$ cat config.mk
export PLATFORM = sky130hd
export DESIGN_NAME = protobuf_wire_field_parser
export DESIGN_NICKNAME = d
export VERILOG_FILES = /design/src/rtl/pwf_pkg.sv /design/src/rtl/pwf_core.sv /design/src/rtl/protobuf_wire_field_parser.sv
export VERILOG_INCLUDE_DIRS = /design/src /design/src/rtl
export SDC_FILE = /design/constraint.sdc
export NUM_CORES = 1
export LEC_CHECK = 0
export ABC_AREA = 1
export BUFFER_PORTS_ARGS = -buffer_cell sky130_fd_sc_hd__buf_2
export CORE_MARGIN = 2
export CORE_UTILIZATION = 44
export DETAILED_ROUTE_END_ITERATION = 10
export PLACE_DENSITY = 0.67
export SLEW_MARGIN = 20
export SYNTH_ARGS = -nofsm -noshare
export SYNTH_HDL_FRONTEND = slang
export SYNTH_SLANG_ARGS = --single-unit
$ cat constraint.sdc
create_clock -name aclk -period 8.1 [get_ports aclk]
set_input_delay 1.62 -clock aclk [delete_from_list [all_inputs] [get_ports aclk]]
set_output_delay 1.62 -clock aclk [all_outputs]
set_load 0.01 [all_outputs]
$ cat src/rtl/protobuf_wire_field_parser_macros.svh
`ifndef PROTOBUF_WIRE_FIELD_PARSER_MACROS_SVH
`define PROTOBUF_WIRE_FIELD_PARSER_MACROS_SVH

// Same-cycle implication, checked outside reset.
`define PWF_ASSERT_NOW(label, clk, rstn, ante, cons, msg) \
    label: assert property (@(posedge clk) disable iff (!(rstn)) (ante) |-> (cons)) \
        else $error(msg);

// Next-cycle implication, checked outside reset.
`define PWF_ASSERT_NEXT(label, clk, rstn, ante, cons, msg) \
    label: assert property (@(posedge clk) disable iff (!(rstn)) (ante) |=> (cons)) \
        else $error(msg);

`endif

$ cat src/rtl/pwf_pkg.sv
package pwf_pkg;

    localparam int POSITION_BITS_DEFAULT = 24;
    localparam int MSG_LEN_BITS          = 24;

    localparam logic [1:0] KIND_SCALAR  = 2'd0;
    localparam logic [1:0] KIND_START   = 2'd1;
    localparam logic [1:0] KIND_PAYLOAD = 2'd2;
    localparam logic [1:0] KIND_ERROR   = 2'd3;

    localparam logic [2:0] ERR_NONE      = 3'd0;
    localparam logic [2:0] ERR_TOO_LONG  = 3'd1;
    localparam logic [2:0] ERR_TRUNCATED = 3'd2;
    localparam logic [2:0] ERR_SHORT_FIX = 3'd3;
    localparam logic [2:0] ERR_OVERRUN   = 3'd4;
    localparam logic [2:0] ERR_BAD_TYPE  = 3'd5;

    localparam logic [2:0] WT_VARINT  = 3'd0;
    localparam logic [2:0] WT_FIXED64 = 3'd1;
    localparam logic [2:0] WT_LEN     = 3'd2;
    localparam logic [2:0] WT_FIXED32 = 3'd5;

    typedef struct packed {
        logic [1:0]  record_kind;
        logic [31:0] field_number;
        logic [2:0]  wire_type;
        logic [63:0] value;
        logic [2:0]  error_code;
        logic        message_done;
    } rec_t;

endpackage

$ cat src/rtl/pwf_core.sv
module pwf_core #(
    parameter int POSITION_BITS = pwf_pkg::POSITION_BITS_DEFAULT
) (
    input  logic                              aclk,
    input  logic                              aresetn,
    input  logic                              step,
    input  logic [7:0]                        in_byte,
    input  logic [pwf_pkg::MSG_LEN_BITS-1:0]  msg_len,
    output logic                              rec_valid,
    output pwf_pkg::rec_t                     rec
);

    localparam int LW = (POSITION_BITS > pwf_pkg::MSG_LEN_BITS) ? POSITION_BITS
                                                                : pwf_pkg::MSG_LEN_BITS;

    localparam logic [2:0] PH_TAG     = 3'd0;
    localparam logic [2:0] PH_VARINT  = 3'd1;
    localparam logic [2:0] PH_FIXED   = 3'd2;
    localparam logic [2:0] PH_LEN     = 3'd3;
    localparam logic [2:0] PH_PAYLOAD = 3'd4;
    localparam logic [2:0] PH_DISCARD = 3'd5;

    logic [2:0]               phase_reg, phase_next;
    logic [63:0]              acc_reg, acc_next;
    logic [3:0]               cnt_reg, cnt_next;
    logic [31:0]              fn_reg, fn_next;
    logic [2:0]               wt_reg, wt_next;
    logic [POSITION_BITS-1:0] pos_reg, pos_next;
    logic [POSITION_BITS-1:0] left_reg, left_next;

    logic [LW-1:0]            len_ext;
    logic [POSITION_BITS-1:0] len;
    logic [POSITION_BITS:0]   pos_plus;
    logic                     last;
    logic [POSITION_BITS-1:0] remaining;
    logic [POSITION_BITS-1:0] need;
    logic [POSITION_BITS-1:0] left_dec;
    logic [6:0]               sh7;
    logic [63:0]              acc_or;
    logic [63:0]              acc_fix;
    logic [3:0]               cnt_inc;
    logic [31:0]              efn;
    logic [2:0]               ewt;
    logic [31:0]              tag_fn;
    logic [2:0]               tag_wt;
    logic                     overrun;

    function automatic pwf_pkg::rec_t make_rec(logic [1:0] kind, logic [31:0] fn,
                                               logic [2:0] wt, logic [63:0] val,
                                               logic [2:0] err, logic done);
        pwf_pkg::rec_t r;
        r.record_kind  = kind;
        r.field_number = fn;
        r.wire_type    = wt;
        r.value        = val;
        r.error_code   = err;
        r.message_done = done;
        return r;
    endfunction

    assign len_ext   = LW'(msg_len);
    assign len       = len_ext[POSITION_BITS-1:0];
    assign pos_plus  = {1'b0, pos_reg} + (POSITION_BITS+1)'(1);
    assign last      = pos_plus >= {1'b0, len};
    assign remaining = last ? '0 : (len - pos_reg - POSITION_BITS'(1));
    assign need      = (tag_wt == pwf_pkg::WT_FIXED64) ? POSITION_BITS'(8)
                                                       : POSITION_BITS'(4);
    assign left_dec  = (left_reg != '0) ? (left_reg - POSITION_BITS'(1)) : left_reg;

    // varint: 7 bits per byte, bits past 63 drop
    assign sh7     = 7'(cnt_reg) * 7'd7;
    assign acc_or  = (sh7 < 7'd64) ? (acc_reg | (64'(in_byte[6:0]) << sh7[5:0])) : acc_reg;
    assign acc_fix = acc_reg | (64'(in_byte) << {cnt_reg[2:0], 3'b000});
    assign cnt_inc = cnt_reg + 4'd1;

    assign efn     = (phase_reg == PH_TAG) ? 32'd0 : fn_reg;
    assign ewt     = (phase_reg == PH_TAG) ? 3'd0 : wt_reg;
    assign tag_fn  = acc_or[34:3];
    assign tag_wt  = acc_or[2:0];
    assign overrun = (|acc_or[63:POSITION_BITS]) || (acc_or[POSITION_BITS-1:0] > remaining);

    always_comb begin
        phase_next = phase_reg;
        acc_next   = acc_reg;
        cnt_next   = cnt_reg;
        fn_next    = fn_reg;
        wt_next    = wt_reg;
        pos_next   = pos_reg;
        left_next  = left_reg;
        rec_valid  = 1'b0;
        rec        = '0;

        if (step && (len != '0)) begin
            unique case (phase_reg)
                PH_TAG, PH_VARINT, PH_LEN: begin
                    acc_next = acc_or;
                    if (in_byte[7]) begin
                        cnt_next = cnt_inc;
                        if (cnt_inc > 4'd10) begin
                            rec_valid  = 1'b1;
                            rec        = make_rec(pwf_pkg::KIND_ERROR, efn, ewt, 64'd0,
                                                  pwf_pkg::ERR_TOO_LONG, last);
                            phase_next = PH_DISCARD;
                        end else if (last) begin
                            rec_valid  = 1'b1;
                            rec        = make_rec(pwf_pkg::KIND_ERROR, efn, ewt, 64'd0,
                                                  pwf_pkg::ERR_TRUNCATED, last);
                            phase_next = PH_DISCARD;
                        end
                    end else if (phase_reg == PH_TAG) begin
                        fn_next   = tag_fn;
                        wt_next   = tag_wt;
                        acc_next  = '0;
                        cnt_next  = '0;
                        left_next = '0;
                        if (tag_wt == pwf_pkg::WT_VARINT || tag_wt == pwf_pkg::WT_LEN) begin
                            if (last) begin
                                rec_valid  = 1'b1;
                                rec        = make_rec(pwf_pkg::KIND_ERROR, tag_fn, tag_wt,
                                                      64'd0, pwf_pkg::ERR_TRUNCATED, last);
                                phase_next = PH_DISCARD;
                            end else begin
                                phase_next = (tag_wt == pwf_pkg::WT_VARINT) ? PH_VARINT
                                                                            : PH_LEN;
                            end
                        end else if (tag_wt == pwf_pkg::WT_FIXED64 ||
                                     tag_wt == pwf_pkg::WT_FIXED32) begin
                            if (remaining < need) begin
                                rec_valid  = 1'b1;
                                rec        = make_rec(pwf_pkg::KIND_ERROR, tag_fn, tag_wt,
                                                      64'd0, pwf_pkg::ERR_SHORT_FIX, last);
                                phase_next = PH_DISCARD;
                            end else begin
                                left_next  = need;
                                phase_next = PH_FIXED;
                            end
                        end else begin
                            rec_valid  = 1'b1;
                            rec        = make_rec(pwf_pkg::KIND_ERROR, tag_fn, tag_wt,
                                                  64'd0, pwf_pkg::ERR_BAD_TYPE, last);
                            phase_next = PH_DISCARD;
                        end
                    end else if (phase_reg == PH_VARINT) begin
                        rec_valid  = 1'b1;
                        rec        = make_rec(pwf_pkg::KIND_SCALAR, fn_reg, wt_reg, acc_or,
                                              pwf_pkg::ERR_NONE, last);
                        acc_next   = '0;
                        cnt_next   = '0;
                        left_next  = '0;
                        phase_next = PH_TAG;
                    end else begin
                        acc_next  = '0;
                        cnt_next  = '0;
                        left_next = '0;
                        rec_valid = 1'b1;
                        if (overrun) begin
                            rec        = make_rec(pwf_pkg::KIND_ERROR, fn_reg, wt_reg, 64'd0,
                                                  pwf_pkg::ERR_OVERRUN, last);
                            phase_next = PH_DISCARD;
                        end else begin
                            rec        = make_rec(pwf_pkg::KIND_START, fn_reg, wt_reg, acc_or,
                                                  pwf_pkg::ERR_NONE, last);
                            left_next  = acc_or[POSITION_BITS-1:0];
                            phase_next = (acc_or == 64'd0) ? PH_TAG : PH_PAYLOAD;
                        end
                    end
                end
                PH_FIXED: begin
                    acc_next  = acc_fix;
                    cnt_next  = cnt_inc;
                    left_next = left_dec;
                    if (left_dec == '0) begin
                        rec_valid  = 1'b1;
                        rec        = make_rec(pwf_pkg::KIND_SCALAR, fn_reg, wt_reg, acc_fix,
                                              pwf_pkg::ERR_NONE, last);
                        acc_next   = '0;
                        cnt_next   = '0;
                        left_next  = '0;
                        phase_next = PH_TAG;
                    end
                end
                PH_PAYLOAD: begin
                    rec_valid = 1'b1;
                    rec       = make_rec(pwf_pkg::KIND_PAYLOAD, fn_reg, wt_reg, 64'(in_byte),
                                         pwf_pkg::ERR_NONE, last);
                    left_next = left_dec;
                    if (left_dec == '0) begin
                        phase_next = PH_TAG;
                    end
                end
                default: begin
                    // drop bytes until the message ends
                end
            endcase

            if (last) begin
                phase_next = PH_TAG;
                acc_next   = '0;
                cnt_next   = '0;
                left_next  = '0;
                fn_next    = '0;
                wt_next    = '0;
                pos_next   = '0;
            end else begin
                pos_next = pos_plus[POSITION_BITS-1:0];
            end
        end
    end

    always_ff @(posedge aclk) begin
        if (!aresetn) begin
            phase_reg <= PH_TAG;
            acc_reg   <= '0;
            cnt_reg   <= '0;
            fn_reg    <= '0;
            wt_reg    <= '0;
            pos_reg   <= '0;
            left_reg  <= '0;
        end else begin
            phase_reg <= phase_next;
            acc_reg   <= acc_next;
            cnt_reg   <= cnt_next;
            fn_reg    <= fn_next;
            wt_reg    <= wt_next;
            pos_reg   <= pos_next;
            left_reg  <= left_next;
        end
    end

endmodule

$ cat src/rtl/protobuf_wire_field_parser.sv
// Channel  Direction  Handshake            Word
// s_       in         s_valid / s_ready    s_in_byte
// m_       out        m_valid / m_ready    m_record_kind .. m_message_done
// cfg_     in         cfg_valid/cfg_ready  cfg_message_length
//
// One byte per cycle while m_ready stays high; not every byte yields a record on m_.
// Latency is set by the input register and the result register around the
// single decode step. A stalled m_ side holds the result register and then the
// input register; s_ready drops only when both are full. Synchronous reset
// returns the parser to the tag phase and clears message_length.
`include "protobuf_wire_field_parser_macros.svh"

module protobuf_wire_field_parser #(
    parameter int POSITION_BITS = pwf_pkg::POSITION_BITS_DEFAULT
) (
    input  logic                              aclk,
    input  logic                              aresetn,
    input  logic                              s_valid,
    output logic                              s_ready,
    input  logic [7:0]                        s_in_byte,
    output logic                              m_valid,
    input  logic                              m_ready,
    output logic [1:0]                        m_record_kind,
    output logic [31:0]                       m_field_number,
    output logic [2:0]                        m_wire_type,
    output logic [63:0]                       m_value,
    output logic [2:0]                        m_error_code,
    output logic                              m_message_done,
    input  logic                              cfg_valid,
    output logic                              cfg_ready,
    input  logic [pwf_pkg::MSG_LEN_BITS-1:0]  cfg_message_length
);

    logic                              in_valid_reg, in_valid_next;
    logic [7:0]                        in_byte_reg;
    logic                              out_valid_reg, out_valid_next;
    pwf_pkg::rec_t                     out_rec_reg;
    logic [pwf_pkg::MSG_LEN_BITS-1:0]  msg_len_reg;
    logic                              advance;
    logic                              step;
    logic                              rec_valid;
    pwf_pkg::rec_t                     rec;

    assign advance   = !out_valid_reg || m_ready;
    assign step      = in_valid_reg && advance;
    assign s_ready   = !in_valid_reg || advance;
    assign cfg_ready = 1'b1;

    always_comb begin
        in_valid_next = in_valid_reg;
        if (s_valid && s_ready) begin
            in_valid_next = 1'b1;
        end else if (step) begin
            in_valid_next = 1'b0;
        end
    end

    always_comb begin
        out_valid_next = out_valid_reg;
        if (step) begin
            out_valid_next = rec_valid;
        end else if (m_ready) begin
            out_valid_next = 1'b0;
        end
    end

    pwf_core #(
        .POSITION_BITS (POSITION_BITS)
    ) u_core (
        .aclk      (aclk),
        .aresetn   (aresetn),
        .step      (step),
        .in_byte   (in_byte_reg),
        .msg_len   (msg_len_reg),
        .rec_valid (rec_valid),
        .rec       (rec)
    );

    always_ff @(posedge aclk) begin
        if (!aresetn) begin
            in_valid_reg  <= 1'b0;
            out_valid_reg <= 1'b0;
            msg_len_reg   <= '0;
        end else begin
            in_valid_reg  <= in_valid_next;
            out_valid_reg <= out_valid_next;
            if (cfg_valid && cfg_ready) begin
                msg_len_reg <= cfg_message_length;
            end
        end
    end

    // payload registers: load on handshake only
    always_ff @(posedge aclk) begin
        if (s_valid && s_ready) begin
            in_byte_reg <= s_in_byte;
        end
        if (step && rec_valid) begin
            out_rec_reg <= rec;
        end
    end

    assign m_valid        = out_valid_reg;
    assign m_record_kind  = out_rec_reg.record_kind;
    assign m_field_number = out_rec_reg.field_number;
    assign m_wire_type    = out_rec_reg.wire_type;
    assign m_value        = out_rec_reg.value;
    assign m_error_code   = out_rec_reg.error_code;
    assign m_message_done = out_rec_reg.message_done;

    `PWF_ASSERT_NOW(a_err_code_matches_kind, aclk, aresetn, m_valid,
        ((m_record_kind == pwf_pkg::KIND_ERROR) == (m_error_code != pwf_pkg::ERR_NONE)),
        "error code disagrees with record kind")
    `PWF_ASSERT_NOW(a_err_value_zero, aclk, aresetn,
        m_valid && (m_record_kind == pwf_pkg::KIND_ERROR), (m_value == 64'd0),
        "error record carries a value")
    `PWF_ASSERT_NOW(a_payload_is_byte, aclk, aresetn,
        m_valid && (m_record_kind == pwf_pkg::KIND_PAYLOAD), (m_value[63:8] == 56'd0),
        "payload word wider than a byte")
    `PWF_ASSERT_NOW(a_backpressure_only_when_full, aclk, aresetn, !s_ready,
        (in_valid_reg && m_valid && !m_ready), "input stalled without a full pipe")

endmodule

==> summary.md <==
| Metric | Value |
|---|---|
| Final clock period utilization by the worst path | `88.0%` |
| Cell leakage power | `9.17 nW` |
| Final Cell Area | `22,700 um^2` |
| Syn Nets | `3,142` |
| Critical path capture point type | `register` |
| Commonest non-fill, non-tap cells in the layout | `812 x nand2_1, 349 x a21oi_1, 265 x inv_1, 265 x nand3_1, 219 x nor2_1` |
| Register area share after synthesis | `34.5%` |
| Syn Area/Cell | `6.72 um^2` |
| Die area | `47,800 um^2` |
| Crit path launch type | `register` |
| CP dominant cell by count | `nand2_1` |
| Crit Path Class | `register to register` |
| Vias in the first global route | `20,290` |
| Max-cap violations | `0` |
| Minimum clock period | `7.13 ns` |
| DRT iter0 DRCs | `2,821` |
| Remaining Overflow, GRT | `0` |
| Vias | `21,715` |
| Logic gate share of total power | `33.4%` |
| Max incr delay on CP | `0.80 ns` |
| Routed len/inst | `20.9 um` |
| Largest net degree at the start of global routing | `85` |
| Post-CTS sizing | `0` |
| Status | `finished clean` |
| Detail Placement HPWL | `56,100 um` |
| Power per cell area | `228 nW/um^2` |
| Most used flip-flop cell after synthesis | `dfxtp_1` |
| Buffers and inverters on the worst path | `2` |
| Seq cells post-synth | `293` |
| Fraction of layout cells with a size suffix above 1 | `10.7%` |
| Cell Int Power | `3.17 mW` |
| Initial antenna violation count | `2` |
| Synth warn | `0` |
| Worst-path maximum fanout | `25` |
| # IOs | `145` |
| Clock Power Share | `34.6%` |
| Hold Crit Class | `register to register` |
| GRT Overall Usage | `32.0%` |
| Most common cell after layout, fill and taps aside | `nand2_1` |
| DIE HEIGHT | `219 um` |
| Clk sink count | `293` |
| 1st-pass router iterations | `8` |
| Slew Viols, Final | `0` |
| P_sw | `2.00 mW` |
| Final hold violations | `0` |
| Critical path's top delay family | `simple AND/OR/NAND/NOR gates` |
| Switching Fraction | `38.7%` |
| Core Footprint | `45,400 um^2` |
| FF-to-FF setup slack | `0.97 ns` |
| Highest routed layer | `met4` |
| Final WL | `77,400 um` |
| First-pass GRT wire length | `119,000 um` |
| DR vias/cell | `5.86` |
| Post-CTS Hold Buffers | `0` |
| Unrepaired setup endpoints after global routing | `no` |
| Clk_skew | `0.0318 ns` |
| TritonCTS buffer count | `37` |
| Routed met2 length | `33,900 um` |
| Max-slew headroom | `27.3%` |
| CP arrival | `7.42 ns` |
| Async SR Flop Fraction | `0%` |
| Req. time, crit path | `8.39 ns` |
| Port Buffers | `143` |
| Rows | `78` |
| Root Driver | `clkbuf_16` |
| Routed Antenna Nets | `0` |
| Layout area overhead | `12.0%` |
| VDD IR max | `148 uV` |
| Peak Freq | `140 MHz` |
| DRC violations left | `0` |
| Setup Buffers After CTS | `0` |
| Die Width | `219 um` |
| Skew-Pair Late Insertion Delay | `0.58 ns` |
| CTS max path bufs | `3` |
| CTS tree | `built` |
| Cell Area, Placed | `21,400 um^2` |
| Critical path's slowest cell | `a21oi_1` |
| Clk slew on worst S/H paths | `0.06 ns` |
| DR WL met3 | `7450 um` |
| Initial Utilization | `44.7%` |
| Sequential Power Share | `32.0%` |
| H-tree depth | `2` |
| Gp weighted congestion | `0.971` |
| TNS Setup | `0 ns` |
| Post-synthesis instance total | `3,017` |
| Mapped cell area | `20,300 um^2` |
| Met1 WL | `32,400 um` |
| Worst-margin pin slew | `1.09 ns` |
| Final setup violation count | `0` |
| Netlist cell types | `55` |
| Final Net Count | `3,202` |
| Number of synthesized flops with an enable pin | `113` |
==> logic make-up (layout without fill, tap and decap cells) <==
kind of cell / after synthesis / after routing / synth area share (%)
and+or+nand+nor: 1490 / 1490 / 31.8
AOI/OAI and AO/OA: 643 / 643 / 17.0
buffers and inverters: 456 / 545 / 9.07
DFF: 293 / 293 / 34.5
adders and majority gates: 88 / 88 / 5.62
xor gates and xnor gates: 46 / 46 / 1.99
other: 1 / 3 / 0.0185
==> cell type report <==
| cell class | instances | area (um^2) |
|---|---|---|
| Fill cell | 4602 | 22700 |
| Multi-Input combinational cell | 2268 | 11500 |
| Sequential cell | 293 | 7000 |
| Timing Repair Buffer | 193 | 1100 |
| Clock buffer | 53 | 1080 |
| Inverter | 284 | 1070 |
| Tap cell | 600 | 751 |
| Clock inverter | 15 | 233 |
| Antenna cell | 2 | 5.00 |
==> Yosys cell counts (5+ instances only) <==
cell type / instances / area [um^2]
nand2_1: 812 / 3050
a21oi_1: 349 / 1750
inv_1: 269 / 1010
nand3_1: 265 / 1330
nor2_1: 222 / 833
dfxtp_1: 180 / 3600
o21ai_0: 165 / 826
edfxtp_1: 113 / 3390
clkbuf_1: 109 / 409
ha_1: 83 / 1040
nand4_1: 73 / 457
buf_2: 41 / 205
nor3_1: 38 / 190
o21ai_1: 35 / 175
xor2_1: 34 / 298
a31oi_1: 32 / 200
o21bai_1: 23 / 173
or2_2: 15 / 93.8
inv_2: 13 / 48.8
nand3b_1: 12 / 90.1
xnor2_1: 12 / 105
nor2_2: 9 / 56.3
nor4_1: 9 / 56.3
buf_1: 8 / 30.0
buf_4: 8 / 60.1
nand2_2: 8 / 50.1
a21o_1: 7 / 52.6
o21a_1: 7 / 52.6
or2_0: 7 / 43.8
buf_6: 6 / 67.6
fa_1: 5 / 100
o21ai_2: 5 / 43.8
==> metrics by stage <==
| step | total power, mW | instances | hold slack, ns | setup WS, ns | utilization [%] |
|---|---|---|---|---|---|
| floorplan | 2.78 | 3017 | 0.444 | 1.66 | - |
| global placement | 3.35 | 3638 | 0.451 | 1.21 | 47.1 |
| detailed placement | 3.37 | 3638 | 0.455 | 1.22 | 47.1 |
| CTS | 5.15 | 3706 | 0.464 | 1.19 | 50.0 |
| global route | 5.39 | 3707 | 0.475 | 0.640 | 50.0 |
| finish | 5.17 | 3708 | 0.463 | 0.972 | 50.0 |
==> tightest hold or removal path: cells and delay by family, from the launching register on <==
family / cells / cell delay [ns]
compound gates: 1 / 0.05
flops: 1 / 0.31
simple gates: 1 / 0.06
==> path summary, 6_finish.rpt <==
| check | startpoint | cells after the start | endpoint |
|---|---|---|---|
| worst max-delay path | u_core.cnt_reg[1] | 25 | m_record_kind[1] |
| worst min-delay path | u_core.fn_reg[30] | 2 | u_core.fn_reg[30] |
| worst min register to register | u_core.fn_reg[30] | 2 | u_core.fn_reg[30] |
| worst max register to register | u_core.cnt_reg[1] | 25 | m_record_kind[1] |
==> metal layers <==
layer | track usage (%) | vias to the layer above
met3 | 6.22 | 210
met5 | 0 | -
met4 | 14.1 | 0
met2 | 49.7 | 1129
met1 | 43.0 | 10179
li1 | - | 10197
==> power by group through the flow <==
stage          Combinational [mW]  Clock [mW]  Sequential, mW
2_1_floorplan                1.09           0            1.69
3_3_place_gp                 1.67           0            1.69
3_5_place_dp                 1.68           0            1.69
4_1_cts                      1.68        1.81            1.66
5_1_grt                      1.87        1.86            1.66
6_report                     1.73        1.79            1.66
(Power assumes the default switching activity.)
